`src/hdl/assert_macros.svh`:
```
// Assertion helpers shared by the line rasterizer RTL.
`ifndef ASSERT_MACROS_SVH
`define ASSERT_MACROS_SVH

// Same-cycle implication, disabled while reset is held.
`define LR_ASSERT_IMPL(label, clk, rst_n, ante, cons) \
    label: assert property (@(posedge clk) disable iff (!rst_n) (ante) |-> (cons)) \
        else $error("assertion failed");

// Next-cycle implication, disabled while reset is held.
`define LR_ASSERT_NEXT(label, clk, rst_n, ante, cons) \
    label: assert property (@(posedge clk) disable iff (!rst_n) (ante) |=> (cons)) \
        else $error("assertion failed");

`endif

```
`src/hdl/lr_pkg.sv`:
```
`timescale 1ns / 1ps
`default_nettype none

package lr_pkg;

    localparam int COORD_BITS   = 16;
    localparam int COLOR_BITS   = 24;
    localparam int DIM_BITS     = 15;
    localparam int SPAN_BITS    = COORD_BITS;
    localparam int DIFF_BITS    = COORD_BITS + 1;
    localparam int ERR_BITS     = COORD_BITS + 2;
    localparam int CMP_BITS     = ((COORD_BITS > DIM_BITS) ? COORD_BITS : DIM_BITS) + 1;
    localparam int STATUS_BITS  = 3;
    localparam int CFG_IDX_BITS = 1;

    typedef logic signed [COORD_BITS-1:0] t_coord;
    typedef logic        [COLOR_BITS-1:0] t_color;
    typedef logic        [DIM_BITS-1:0]   t_dim;
    typedef logic        [SPAN_BITS-1:0]  t_span;
    typedef logic signed [ERR_BITS-1:0]   t_err;

    localparam logic OP_LOAD = 1'b0;
    localparam logic OP_STEP = 1'b1;

    localparam logic [CFG_IDX_BITS-1:0] REG_SCREEN_WIDTH  = 1'b0;
    localparam logic [CFG_IDX_BITS-1:0] REG_SCREEN_HEIGHT = 1'b1;

    localparam t_dim SCREEN_WIDTH_RESET  = t_dim'(1024);
    localparam t_dim SCREEN_HEIGHT_RESET = t_dim'(768);

    typedef enum logic [1:0] {
        KIND_VERT = 2'd0,
        KIND_HOR  = 2'd1,
        KIND_DIAG = 2'd2,
        KIND_GEN  = 2'd3
    } t_kind;

    typedef enum logic [STATUS_BITS-1:0] {
        ST_ACCEPT = 3'd0,
        ST_REJECT = 3'd1,
        ST_EMPTY  = 3'd2,
        ST_PIXEL  = 3'd3,
        ST_IDLE   = 3'd4
    } t_status;

    // One input item after endpoint decoding.
    typedef struct packed {
        logic   opcode;
        logic   reject;
        logic   empty;
        t_coord start_x;
        t_coord start_y;
        t_coord end_x;
        t_coord end_y;
        t_color color;
        logic   col_neg;
        logic   row_neg;
        t_span  span_col;
        t_span  span_row;
        t_kind  kind;
        t_err   err_init;
    } t_load;

    // Handoff between the decode register and the stepping core.
    typedef struct packed {
        logic  valid;
        t_load load;
    } t_stage;

endpackage

`default_nettype wire

```
`src/hdl/lr_if.sv`:
```
`timescale 1ns / 1ps
`default_nettype none

interface lr_in_if import lr_pkg::*; ();
    logic   valid;
    logic   ready;
    logic   opcode;
    t_coord start_x;
    t_coord start_y;
    t_coord end_x;
    t_coord end_y;
    t_color line_color;

    modport source (output valid, opcode, start_x, start_y, end_x, end_y, line_color,
                    input ready);
    modport sink (input valid, opcode, start_x, start_y, end_x, end_y, line_color,
                  output ready);
endinterface

interface lr_out_if import lr_pkg::*; ();
    logic                   valid;
    logic                   ready;
    logic [STATUS_BITS-1:0] status;
    t_coord                 pixel_x;
    t_coord                 pixel_y;
    t_color                 pixel_color;
    logic                   last_pixel;

    modport source (output valid, status, pixel_x, pixel_y, pixel_color, last_pixel,
                    input ready);
    modport sink (input valid, status, pixel_x, pixel_y, pixel_color, last_pixel,
                  output ready);
endinterface

`default_nettype wire

```
`src/hdl/lr_prep.sv`:
```
`timescale 1ns / 1ps
`default_nettype none

`include "assert_macros.svh"

// Input register: decodes the endpoints of a load (rejection, spans,
// directions, line class) so that the core only applies them.
module lr_prep import lr_pkg::*; (
    input  wire       i_clk,
    input  wire       i_rst_n,
    lr_in_if.sink     i_in,
    input  t_dim      i_screen_width,
    input  t_dim      i_screen_height,
    input  wire       i_take,
    output t_stage    o_stage
);

    logic  r_valid;
    t_load r_load;
    t_load n_load;
    logic  in_xfer;

    logic signed [CMP_BITS-1:0]  ax_c, ay_c, bx_c, by_c, w_c, h_c;
    logic signed [DIFF_BITS-1:0] dpos_x, dneg_x, dpos_y, dneg_y;

    assign i_in.ready = !r_valid || i_take;
    assign in_xfer    = i_in.valid && i_in.ready;

    always_comb begin
        ax_c = CMP_BITS'(i_in.start_x);
        ay_c = CMP_BITS'(i_in.start_y);
        bx_c = CMP_BITS'(i_in.end_x);
        by_c = CMP_BITS'(i_in.end_y);
        w_c  = $signed({{(CMP_BITS-DIM_BITS){1'b0}}, i_screen_width});
        h_c  = $signed({{(CMP_BITS-DIM_BITS){1'b0}}, i_screen_height});

        dpos_x = DIFF_BITS'(i_in.end_x) - DIFF_BITS'(i_in.start_x);
        dneg_x = DIFF_BITS'(i_in.start_x) - DIFF_BITS'(i_in.end_x);
        dpos_y = DIFF_BITS'(i_in.end_y) - DIFF_BITS'(i_in.start_y);
        dneg_y = DIFF_BITS'(i_in.start_y) - DIFF_BITS'(i_in.end_y);

        n_load.opcode  = i_in.opcode;
        n_load.reject  = (ax_c >= w_c && bx_c >= w_c)
                      || (i_in.start_x < 0 && i_in.end_x < 0)
                      || (ay_c >= h_c && by_c >= h_c)
                      || (i_in.start_y < 0 && i_in.end_y < 0);
        n_load.empty   = (i_in.start_x == i_in.end_x) && (i_in.start_y == i_in.end_y);
        n_load.start_x = i_in.start_x;
        n_load.start_y = i_in.start_y;
        n_load.end_x   = i_in.end_x;
        n_load.end_y   = i_in.end_y;
        n_load.color   = i_in.line_color;
        n_load.col_neg = i_in.end_x < i_in.start_x;
        n_load.row_neg = i_in.end_y < i_in.start_y;
        n_load.span_col = n_load.col_neg ? dneg_x[SPAN_BITS-1:0] : dpos_x[SPAN_BITS-1:0];
        n_load.span_row = n_load.row_neg ? dneg_y[SPAN_BITS-1:0] : dpos_y[SPAN_BITS-1:0];

        if (i_in.start_x == i_in.end_x) begin
            n_load.kind = KIND_VERT;
        end else if (i_in.start_y == i_in.end_y) begin
            n_load.kind = KIND_HOR;
        end else if (n_load.span_col == n_load.span_row) begin
            n_load.kind = KIND_DIAG;
        end else begin
            n_load.kind = KIND_GEN;
        end

        n_load.err_init = $signed({2'b00, n_load.span_col}) - $signed({2'b00, n_load.span_row});
    end

    always_ff @(posedge i_clk) begin
        if (!i_rst_n) begin
            r_valid <= 1'b0;
        end else if (in_xfer) begin
            r_valid <= 1'b1;
        end else if (i_take) begin
            r_valid <= 1'b0;
        end
        if (in_xfer) begin
            r_load <= n_load;
        end
    end

    assign o_stage.valid = r_valid;
    assign o_stage.load  = r_load;

    // A decoded item that the core has not taken must stay put.
    `LR_ASSERT_NEXT(a_hold_stage, i_clk, i_rst_n, r_valid && !i_take, r_valid && $stable(r_load))

endmodule

`default_nettype wire

```
`src/hdl/lr_core.sv`:
```
`timescale 1ns / 1ps
`default_nettype none

`include "assert_macros.svh"

// Line state and result register. A good load replaces the line state; a rejected or empty load ends the
// active line; a step advances the position by one pixel and reports a pixel of the line.
module lr_core import lr_pkg::*; (
    input  wire        i_clk,
    input  wire        i_rst_n,
    input  t_stage     i_stage,
    output logic       o_take,
    lr_out_if.source   o_out
);

    // Line state.
    t_coord r_cur_col, r_cur_row, r_goal_col, r_goal_row;
    logic   r_col_neg, r_row_neg;
    t_span  r_span_col, r_span_row;
    t_err   r_err;
    t_kind  r_kind;
    logic   r_active;
    t_color r_pen_color;

    // Result register.
    logic    r_out_valid;
    t_status r_status;
    t_coord  r_px, r_py;
    t_color  r_color;
    logic    r_last;

    t_coord  col_step, row_step;
    t_coord  n_cur_col, n_cur_row;
    t_err    n_err;
    logic    n_active;
    t_status n_status;
    t_coord  n_px, n_py;
    t_color  n_color;
    logic    n_last;
    logic    go_col;
    logic signed [ERR_BITS:0] e2, neg_span_row;

    t_load ld;
    assign ld = i_stage.load;

    assign o_take = i_stage.valid && (!r_out_valid || o_out.ready);

    always_comb begin
        col_step = r_col_neg ? r_cur_col - t_coord'(1) : r_cur_col + t_coord'(1);
        row_step = r_row_neg ? r_cur_row - t_coord'(1) : r_cur_row + t_coord'(1);
        e2           = {r_err, 1'b0};
        neg_span_row = -$signed({3'b000, r_span_row});
        go_col       = e2 >= neg_span_row;

        n_cur_col = r_cur_col;
        n_cur_row = r_cur_row;
        n_err     = r_err;
        n_active  = r_active;
        n_status  = ST_IDLE;
        n_px      = '0;
        n_py      = '0;
        n_color   = '0;
        n_last    = 1'b0;

        if (ld.opcode == OP_LOAD) begin
            n_active = 1'b0;
            if (ld.reject) begin
                n_status = ST_REJECT;
            end else if (ld.empty) begin
                n_status = ST_EMPTY;
            end else begin
                n_status = ST_ACCEPT;
                n_active = 1'b1;
            end
        end else if (r_active) begin
            n_status = ST_PIXEL;
            n_color  = r_pen_color;
            if (r_kind == KIND_GEN) begin
                // One axis per pixel; the start pixel is skipped.
                if (go_col) begin
                    n_err     = r_err - $signed({2'b00, r_span_row});
                    n_cur_col = col_step;
                end else begin
                    n_err     = r_err + $signed({2'b00, r_span_col});
                    n_cur_row = row_step;
                end
                n_px   = n_cur_col;
                n_py   = n_cur_row;
                n_last = (n_cur_col == r_goal_col) && (n_cur_row == r_goal_row);
            end else begin
                n_px = r_cur_col;
                n_py = r_cur_row;
                if (r_kind != KIND_VERT) begin
                    n_cur_col = col_step;
                end
                if (r_kind != KIND_HOR) begin
                    n_cur_row = row_step;
                end
                n_last = (r_kind == KIND_VERT) ? (n_cur_row == r_goal_row)
                                               : (n_cur_col == r_goal_col);
            end
            if (n_last) begin
                n_active = 1'b0;
            end
        end
    end

    always_ff @(posedge i_clk) begin
        if (!i_rst_n) begin
            r_active    <= 1'b0;
            r_out_valid <= 1'b0;
        end else begin
            if (o_take) begin
                r_active    <= n_active;
                r_out_valid <= 1'b1;
            end else if (o_out.ready) begin
                r_out_valid <= 1'b0;
            end
        end

        if (o_take) begin
            r_status <= n_status;
            r_px     <= n_px;
            r_py     <= n_py;
            r_color  <= n_color;
            r_last   <= n_last;
            if (ld.opcode == OP_LOAD && !ld.reject && !ld.empty) begin
                r_cur_col   <= ld.start_x;
                r_cur_row   <= ld.start_y;
                r_goal_col  <= ld.end_x;
                r_goal_row  <= ld.end_y;
                r_col_neg   <= ld.col_neg;
                r_row_neg   <= ld.row_neg;
                r_span_col  <= ld.span_col;
                r_span_row  <= ld.span_row;
                r_err       <= ld.err_init;
                r_kind      <= ld.kind;
                r_pen_color <= ld.color;
            end else if (ld.opcode == OP_STEP && r_active) begin
                r_cur_col <= n_cur_col;
                r_cur_row <= n_cur_row;
                r_err     <= n_err;
            end
        end
    end

    assign o_out.valid       = r_out_valid;
    assign o_out.status      = r_status;
    assign o_out.pixel_x     = r_px;
    assign o_out.pixel_y     = r_py;
    assign o_out.pixel_color = r_color;
    assign o_out.last_pixel  = r_last;

    // A step with no active line reports idle.
    `LR_ASSERT_NEXT(a_idle_step, i_clk, i_rst_n, o_take && ld.opcode == OP_STEP && !r_active, r_status == ST_IDLE)
    // A good load always starts a line.
    `LR_ASSERT_NEXT(a_load_active, i_clk, i_rst_n, o_take && ld.opcode == OP_LOAD && !ld.reject && !ld.empty, r_active)
    // The final pixel leaves the block idle.
    `LR_ASSERT_IMPL(a_last_idle, i_clk, i_rst_n, r_out_valid && r_last, !r_active && r_status == ST_PIXEL)

endmodule

`default_nettype wire

```
`src/hdl/line_rasterizer.sv`:
```
`timescale 1ns / 1ps
`default_nettype none

// Line rasterizer with one result per input transfer. A load transfer
// (opcode 0) checks the two signed endpoints against the screen size for
// trivial rejection, flags an empty line, and otherwise classes the line as
// vertical, horizontal, diagonal or general and makes it active. Each step
// transfer (opcode 1) returns the next pixel of the active line with its color
// and a last-pixel mark, or status idle when no line is active. Straight and
// diagonal lines produce the start pixel through the pixel before the end; a
// general line moves one axis per pixel (a 4-connected path), skips the start
// pixel and ends on the end pixel. Pixels are not clipped individually.
// Throughput is one transfer per clock in both directions while the receiver
// takes each result. An input transfer passes through the input decode
// register, which resolves rejection, spans, directions and the line class,
// and from there through the line state update into the result register. When a
// result waits on a stalled receiver, the decode register still takes one
// more transfer; after that the input ready stays low until the result
// leaves. The input ready depends combinationally on the output ready.
// The screen width and height registers (indexes 0 and 1, reset 1024 and 768)
// may only be written while no transfer is in flight.
module line_rasterizer import lr_pkg::*; (
    input  wire                     i_clk,
    input  wire                     i_rst_n,
    input  wire                     i_cfg_we,
    input  wire [CFG_IDX_BITS-1:0]  i_cfg_index,
    input  wire [DIM_BITS-1:0]      i_cfg_data,
    lr_in_if.sink                   i_in,
    lr_out_if.source                o_out
);

    // Configuration registers used only by rejection.
    t_dim r_screen_width;
    t_dim r_screen_height;

    t_stage stage;
    logic   take;

    always_ff @(posedge i_clk) begin
        if (!i_rst_n) begin
            r_screen_width  <= SCREEN_WIDTH_RESET;
            r_screen_height <= SCREEN_HEIGHT_RESET;
        end else if (i_cfg_we) begin
            unique case (i_cfg_index)
                REG_SCREEN_WIDTH:  r_screen_width  <= i_cfg_data;
                REG_SCREEN_HEIGHT: r_screen_height <= i_cfg_data;
                default: ;
            endcase
        end
    end

    // Decode stage: endpoint checks and line setup values.
    lr_prep u_prep (
        .i_clk           (i_clk),
        .i_rst_n         (i_rst_n),
        .i_in            (i_in),
        .i_screen_width  (r_screen_width),
        .i_screen_height (r_screen_height),
        .i_take          (take),
        .o_stage         (stage)
    );

    // Line state, pixel stepping and the result register.
    lr_core u_core (
        .i_clk   (i_clk),
        .i_rst_n (i_rst_n),
        .i_stage (stage),
        .o_take  (take),
        .o_out   (o_out)
    );

endmodule

`default_nettype wire
```
`src/flat_wrapper.sv`:
```
// flat-port wrapper written by rule: the top's interface ports become plain ports
module line_rasterizer_flat import lr_pkg::*;
  (i_clk, i_rst_n, i_cfg_we, i_cfg_index, i_cfg_data, i_in_valid, i_in_opcode, i_in_start_x, i_in_start_y, i_in_end_x, i_in_end_y, i_in_line_color, i_in_ready, o_out_valid, o_out_status, o_out_pixel_x, o_out_pixel_y, o_out_pixel_color, o_out_last_pixel, o_out_ready);
  lr_in_if i_in_i ();
  lr_out_if o_out_i ();
  input  wire i_clk;
  input  wire i_rst_n;
  input  wire i_cfg_we;
  input  wire [CFG_IDX_BITS-1:0] i_cfg_index;
  input  wire [DIM_BITS-1:0] i_cfg_data;
  input wire logic [$bits(i_in_i.valid)-1:0] i_in_valid;
  input wire logic [$bits(i_in_i.opcode)-1:0] i_in_opcode;
  input wire logic [$bits(i_in_i.start_x)-1:0] i_in_start_x;
  input wire logic [$bits(i_in_i.start_y)-1:0] i_in_start_y;
  input wire logic [$bits(i_in_i.end_x)-1:0] i_in_end_x;
  input wire logic [$bits(i_in_i.end_y)-1:0] i_in_end_y;
  input wire logic [$bits(i_in_i.line_color)-1:0] i_in_line_color;
  output wire logic [$bits(i_in_i.ready)-1:0] i_in_ready;
  output wire logic [$bits(o_out_i.valid)-1:0] o_out_valid;
  output wire logic [$bits(o_out_i.status)-1:0] o_out_status;
  output wire logic [$bits(o_out_i.pixel_x)-1:0] o_out_pixel_x;
  output wire logic [$bits(o_out_i.pixel_y)-1:0] o_out_pixel_y;
  output wire logic [$bits(o_out_i.pixel_color)-1:0] o_out_pixel_color;
  output wire logic [$bits(o_out_i.last_pixel)-1:0] o_out_last_pixel;
  input wire logic [$bits(o_out_i.ready)-1:0] o_out_ready;
  assign i_in_i.valid = i_in_valid;
  assign i_in_i.opcode = i_in_opcode;
  assign i_in_i.start_x = i_in_start_x;
  assign i_in_i.start_y = i_in_start_y;
  assign i_in_i.end_x = i_in_end_x;
  assign i_in_i.end_y = i_in_end_y;
  assign i_in_i.line_color = i_in_line_color;
  assign i_in_ready = i_in_i.ready;
  assign o_out_valid = o_out_i.valid;
  assign o_out_status = o_out_i.status;
  assign o_out_pixel_x = o_out_i.pixel_x;
  assign o_out_pixel_y = o_out_i.pixel_y;
  assign o_out_pixel_color = o_out_i.pixel_color;
  assign o_out_last_pixel = o_out_i.last_pixel;
  assign o_out_i.ready = o_out_ready;
  line_rasterizer u_core (.i_clk(i_clk), .i_rst_n(i_rst_n), .i_cfg_we(i_cfg_we), .i_cfg_index(i_cfg_index), .i_cfg_data(i_cfg_data), .i_in(i_in_i), .o_out(o_out_i));
endmodule
```
`config.mk`:
```
export PLATFORM = sky130hd
export DESIGN_NAME = line_rasterizer_flat
export DESIGN_NICKNAME = d
export VERILOG_FILES = /design/src/hdl/lr_pkg.sv /design/src/hdl/lr_if.sv /design/src/hdl/lr_prep.sv /design/src/hdl/lr_core.sv /design/src/hdl/line_rasterizer.sv /design/src/flat_wrapper.sv
export VERILOG_INCLUDE_DIRS = /design/src /design/src/hdl
export SDC_FILE = /design/constraint.sdc
export NUM_CORES = 1
export LEC_CHECK = 0
export BUFFER_PORTS_ARGS = -buffer_cell sky130_fd_sc_hd__buf_2
export CAP_MARGIN = 15
export CORE_ASPECT_RATIO = 2
export CORE_MARGIN = 2
export CORE_UTILIZATION = 62
export DETAILED_ROUTE_END_ITERATION = 8
export PLACE_DENSITY = 0.84
export SETUP_SLACK_MARGIN = 0.1
export SYNTH_ARGS = -nofsm -noshare
export SYNTH_HDL_FRONTEND = slang
export SYNTH_SLANG_ARGS = --single-unit
```
`constraint.sdc`:
```
create_clock -name i_clk -period 9.9 [get_ports i_clk]
set_input_delay 1.98 -clock i_clk [delete_from_list [all_inputs] [get_ports i_clk]]
set_output_delay 1.98 -clock i_clk [all_outputs]
set_load 0.005 [all_outputs]
```
Yosys cells after proc, flatten, opt, wreduce, memory -nomap -nowiden

Cells that the tools add are included.

Add/sub/neg operators: 12
Order comparisons: 11
Eq/ne operators: 9
Muxes and demuxes: 57
Bitwise gates (word level): 2
Reductions and logical operators: 35

Operators by type and width:

| cell                                                                  | number |
|---|---|
| 16-bit two-way mux                                                    | 32 |
| 16-bit == test                                                        | 7 |
| 18-bit two-way mux                                                    | 6 |
| 16-bit greater-or-equal comparator                                    | 4 |
| 16-bit by 1-bit < comparator with 1-bit output, second input constant | 4 |
| 16-bit subtractor                                                     | 4 |
| 16-bit by 2-bit adder with 16-bit output, second input constant       | 2 |
| 16-bit < comparator                                                   | 2 |
| 16-bit by 2-bit subtractor with 16-bit output, second input constant  | 2 |
| 19-bit greater-or-equal comparator                                    | 1 |
| 16-bit negator with 19-bit output                                     | 1 |
| 18-bit by 17-bit adder with 18-bit output                             | 1 |
| 18-bit by 17-bit subtractor with 18-bit output                        | 1 |
| 16-bit by 16-bit subtractor with 17-bit output                        | 1 |
| 1-bit two-way mux                                                     | 15 |
| 2-bit nonzero test                                                    | 7 |
| 1-bit logical AND                                                     | 11 |
| 2-bit AND reduction                                                   | 4 |
| 3-bit two-way mux                                                     | 2 |
| 1-bit logical OR                                                      | 5 |
| 5-bit AND reduction                                                   | 1 |
| 1-bit logical NOT                                                     | 4 |
| 2-bit two-way mux                                                     | 2 |
| 4-bit AND reduction                                                   | 1 |
| other kinds (5)                                                       | 6 |

Register bits: 380
Input port bits: 110
Output and inout bits: 62
Word-level logic and storage cells: 162

Longest topological paths before layout

Depth after elaboration: 14
Gate-level depth with buffers: 33
Gate-level depth less buffers: 31

Modules after synthesis

From an unflattened synthesis, not the netlist that was laid out.

Cells, all modules: 2331
Area, all modules: 24081.8 um^2

Modules (own cells, without submodules):

| module          | times used | cells each | area an instance (um^2) | sequential area each (um^2) |
|---|---|---|---|---|
| lr_core         | 1          | 1299       | 12987.5                 | 6105.9 |
| lr_prep         | 1          | 913        | 9915.8                  | 4344.2 |
| line_rasterizer | 1          | 119        | 1178.6                  | 600.6 |

Least setup slack after synthesis

Ideal clock, no wire load.

Path type: register to register
From: reg u_core.u_core.r_span_row[0]
To: reg u_core.u_core.r_err[17] (data pin)
Library setup time: 0.268 ns
Arrival time: 6.575 ns
Data required time: 9.632 ns
Path slack: 3.056 ns
Stages on the path, launching flop included: 33
Path buffers: 5
Period minus slack after synthesis: 6.844 ns
Cells stage by stage: edfxtp_1 -> inv_1 -> ha_1 -> nand2_1 -> or3_1 -> or3_1 -> or3_1 -> nor3_1 -> nand2_1 -> xnor2_1 -> ha_1 -> nand2_1 -> o21ai_0 -> nand3_1 -> a32oi_1 -> or2_1 -> buf_4 -> buf_6 -> clkbuf_1 -> clkbuf_1 -> buf_1 -> a21oi_1 -> ha_1 -> o21ai_0 -> a21boi_0 -> o21ai_0 -> a21oi_1 -> a311oi_1 -> nor3_1 -> or3_1 -> a31oi_1 -> xor2_1 -> o21ai_0

Word-level cells in the longest chain between the ends: 8
Elaborated cells between the ends (all ways): 9
Those cells by class: add/sub (2); order compare (1); mux (6)

Ends and longest elaborated chain:

| item                               | line           | text |
|---|---|---|
| start, declared                    | lr_core.sv:19  | `t_span r_span_col, r_span_row;` |
| start signal, assigned             | lr_core.sv:135 | `r_span_row <= ld.span_row;` |
| 16-bit negator with 19-bit output  | lr_core.sv:52  | `neg_span_row = -$signed({3'b000, r_span_row});` |
| 19-bit greater-or-equal comparator | lr_core.sv:53  | `go_col = e2 >= neg_span_row;` |
| 18-bit two-way mux *               | lr_core.sv:80  | `if (go_col) begin` |
| 18-bit two-way mux *               | lr_core.sv:78  | `if (r_kind == KIND_GEN) begin` |
| 18-bit two-way mux *               | lr_core.sv:75  | `end else if (r_active) begin` |
| 18-bit two-way mux *               | lr_core.sv:65  | `if (ld.opcode == OP_LOAD) begin` |
| 18-bit two-way mux *               | lr_core.sv:139 | `end else if (ld.opcode == OP_STEP && r_active) begin` |
| 18-bit two-way mux *               | lr_core.sv:127 | `if (ld.opcode == OP_LOAD && !ld.reject && !ld.empty) begin` |
| end signal, assigned               | lr_core.sv:136 | `r_err <= ld.err_init;` |
| end signal, assigned               | lr_core.sv:142 | `r_err <= n_err;` |
| end, declared                      | lr_core.sv:20  | `t_err r_err;` |

Mark *: on every way between the ends. The rest lies on a longest branch, timed or not. The select of a mux whose other input is x is not followed.
A chain may end at the register's enable or synchronous reset.

Worst setup path after layout

Ends and elaborated chain as after synthesis.

==> reports/qor.csv <==
metric;value;unit
clk_lat worst skew;540;ps
ratio of final minimum period to clock period;76.96;%
cts bufs inserted;35;
setup TNS;0;ps
status;complete, no violations;
met1 wire length;22.81;mm
most used cell, CP;or3_1;
# rows;101;
first-pass GRT wire length;105.8;mm
Yosys Warn Count;0;
routed len/inst;23.73;um
maximum vdd drop;0.1601;mV
critical path's largest stage delay;560;ps
P_leak;10.71;nW
Post-Place Worst Slack;2319;ps
synth unique cells;98;
violation count after the first detailed-route iteration;1266;
Synth Instances;2305;
fmax;131.2;MHz
Crit. End Element;flip-flop;
CTS H-Tree Depth;2;
Setup crit start kind;flip-flop;
flops & latches, synth;379;
P&R area growth vs syn;9.894;%
clock tree buffer depth;3;
DRT Wirelength;69.70;mm
routed wl met2;36.52;mm
# setup viols final;0;
clk_skew;15.45;ps
worst-margin pin slew;1135;ps
Critical Path AT;7880;ps
port bufs;171;
final net count;2771;
register area share after synthesis;46.36;%
IO Count;172;
Die Ht;281.3;um
net count after synthesis;2628;
CTS resizes;0;
ratio of cells with drive above 1 in the final layout;11.96;%
GPL Wtd Cong;1.038;
met3 wire len;3.281;mm
post-CTS setup buffers;0;
clock slew at the register clock pins of the worst setup and hold paths;70;ps
HP Class;flip-flop to flip-flop;
gr ovfl total;0;
number of global-route vias before repair;19160;
RSZ-0062 raised after global routing;false;
final hold vios;0;
Post-CTS Hold Fix Bufs;0;
slowest library cell on the worst path;a2111oi_0;
post-layout minimum cycle time;7619;ps
Async SR Flop Fraction;0;%
DR pass1 iterations;7;
Highest Signal Layer;met4;
CTS Sinks;379;
# DRC;0;
kind of critical path;flip-flop to flip-flop;
max-slew violations;0;
die area;0.04013;mm^2
placeable core area;0.03791;mm^2
total number of vias;18735;
GRT Total Usage;35.10;%
DP Wirelength;54.67;mm
Vias/cell;6.379;
CTS tree;yes;
DIE WIDTH;142.7;um
Main synth FF type;edfxtp_1;
starting density of the core;62.88;%
critical path required time;10160;ps
Synth Cell Area;0.02384;mm^2
Routed Antenna Nets;0;
Rel. slew slack;24.32;%
setup ws final;2281;ps
initial antenna violation count;0;
total of max-cap violations;0;
Buf+Inv Stages, Crit Path;4;
Root Driver;clkbuf_16;
ANT cells;0;
Cell Pwr Density;159.5;mW/mm^2
average size of a mapped cell;10.34;um^2
Crit path max-delay family;simple AND/OR/NAND/NOR gates;
EDFF count, synth;346;
highest net fanout along the worst path;21;
largest net degree at the start of global routing;86;
overall power;4.179;mW
[through the flow]
step	hold WS, ps	cells	instance area (um^2)	util, %
3_3_place_gp	400.6	2872	25060	66.10
5_1_grt	419.9	2937	26200	69.10
3_5_place_dp	404.5	2872	25060	66.10
4_1_cts	414.1	2935	26190	69.07
6_report	416.3	2937	26200	69.10
2_1_floorplan	400.3	2305	23840	-
[layout by cell type (no fill, tap or decap), drive strengths merged, types with 38 or more instances in the layout]
master,n
a21o,63
a21oi,159
buf,191
clkbuf,49
edfxtp,346
ha,205
inv,174
nand2,214
nand3,38
nor2,172
nor2b,38
nor3,41
o21ai,109
xnor2,99
xor2,64
[layout make-up]
| cell class | instances | area, um^2 |
|---|---|---|
| Inverter | 168 | 630.6 |
| Clock buffer | 48 | 1017 |
| Sequential cell | 379 | 11050 |
| Timing Repair Buffer | 192 | 1008 |
| Fill cell | 2869 | 11720 |
| Tap cell | 463 | 579.3 |
| Clock inverter | 15 | 108.9 |
| Multi-Input combinational cell | 1672 | 11800 |
[cell families after synthesis]
kind of cell    share of synthesized area, %
simple gates                           13.83
compound gates                         16.07
flops                                  46.36
buf+inv                                4.246
fa+ha+maj                              11.43
xor+xnor                               6.472
mux                                    1.590
[report_power, final]
| part | internal (mW) | total (mW) | switching, mW |
|---|---|---|---|
| clock | 0.733 | 1.34 | 0.605 |
| sequential | 1.90 | 1.95 | 0.0493 |
| combinational | 0.340 | 0.887 | 0.547 |
[state kept, by name (all words and copies together), names as in the netlist, 18 cells and up]
name,cells
u_core.u_core.o_out.pixel_color,24
u_core.u_core.r_err,18
u_core.u_core.r_pen_color,24
u_core.u_prep.o_stage,144
[per-layer routing]
| metal | vias up | track usage, % |
|---|---|---|
| met2 | 781 | 64.46 |
| met1 | 8952 | 34.23 |
| met3 | 309 | 3.953 |
| met5 | - | 0 |
| met4 | 0 | 30.08 |
| li1 | 8693 | - |
[synth_stat cells, types with 41 or more instances]
master | number | area (um^2)
inv_1 | 168 | 630.6
a21o_1 | 62 | 465.5
nor3_1 | 41 | 205.2
a21oi_1 | 156 | 780.8
clkbuf_1 | 65 | 244.0
ha_1 | 205 | 2565
nor2_1 | 172 | 645.6
o21ai_0 | 97 | 485.5
xor2_1 | 62 | 543.0
edfxtp_1 | 346 | 10390
nand2_1 | 214 | 803.3
xnor2_1 | 98 | 858.3
[worst paths after layout]
path / from / endpoint / slack (ps) / cells after the start
min: u_core.u_prep.o_stage[106] / u_core.u_core.r_goal_col[12] / 420 / 0
max: u_core.u_core.r_span_row[0] / u_core.u_core.r_err[17] / 2280 / 29
max reg2reg: u_core.u_core.r_span_row[0] / u_core.u_core.r_err[17] / 2280 / 29
min reg2reg: u_core.u_prep.o_stage[106] / u_core.u_core.r_goal_col[12] / 420 / 0
[worst reg2reg max path, delay by kind of cell (launching register included)]
| family | cells | cell delay [ps] |
|---|---|---|
| adders and majority gates | 3 | 640 |
| xor gates and xnor gates | 1 | 170 |
| AOI/OAI and AO/OA | 9 | 2360 |
| muxes | 1 | 340 |
| and+or+nand+nor | 11 | 2730 |
| DFF | 1 | 400 |
| buffers and inverters | 4 | 730 |
(Power assumes the default switching activity.)
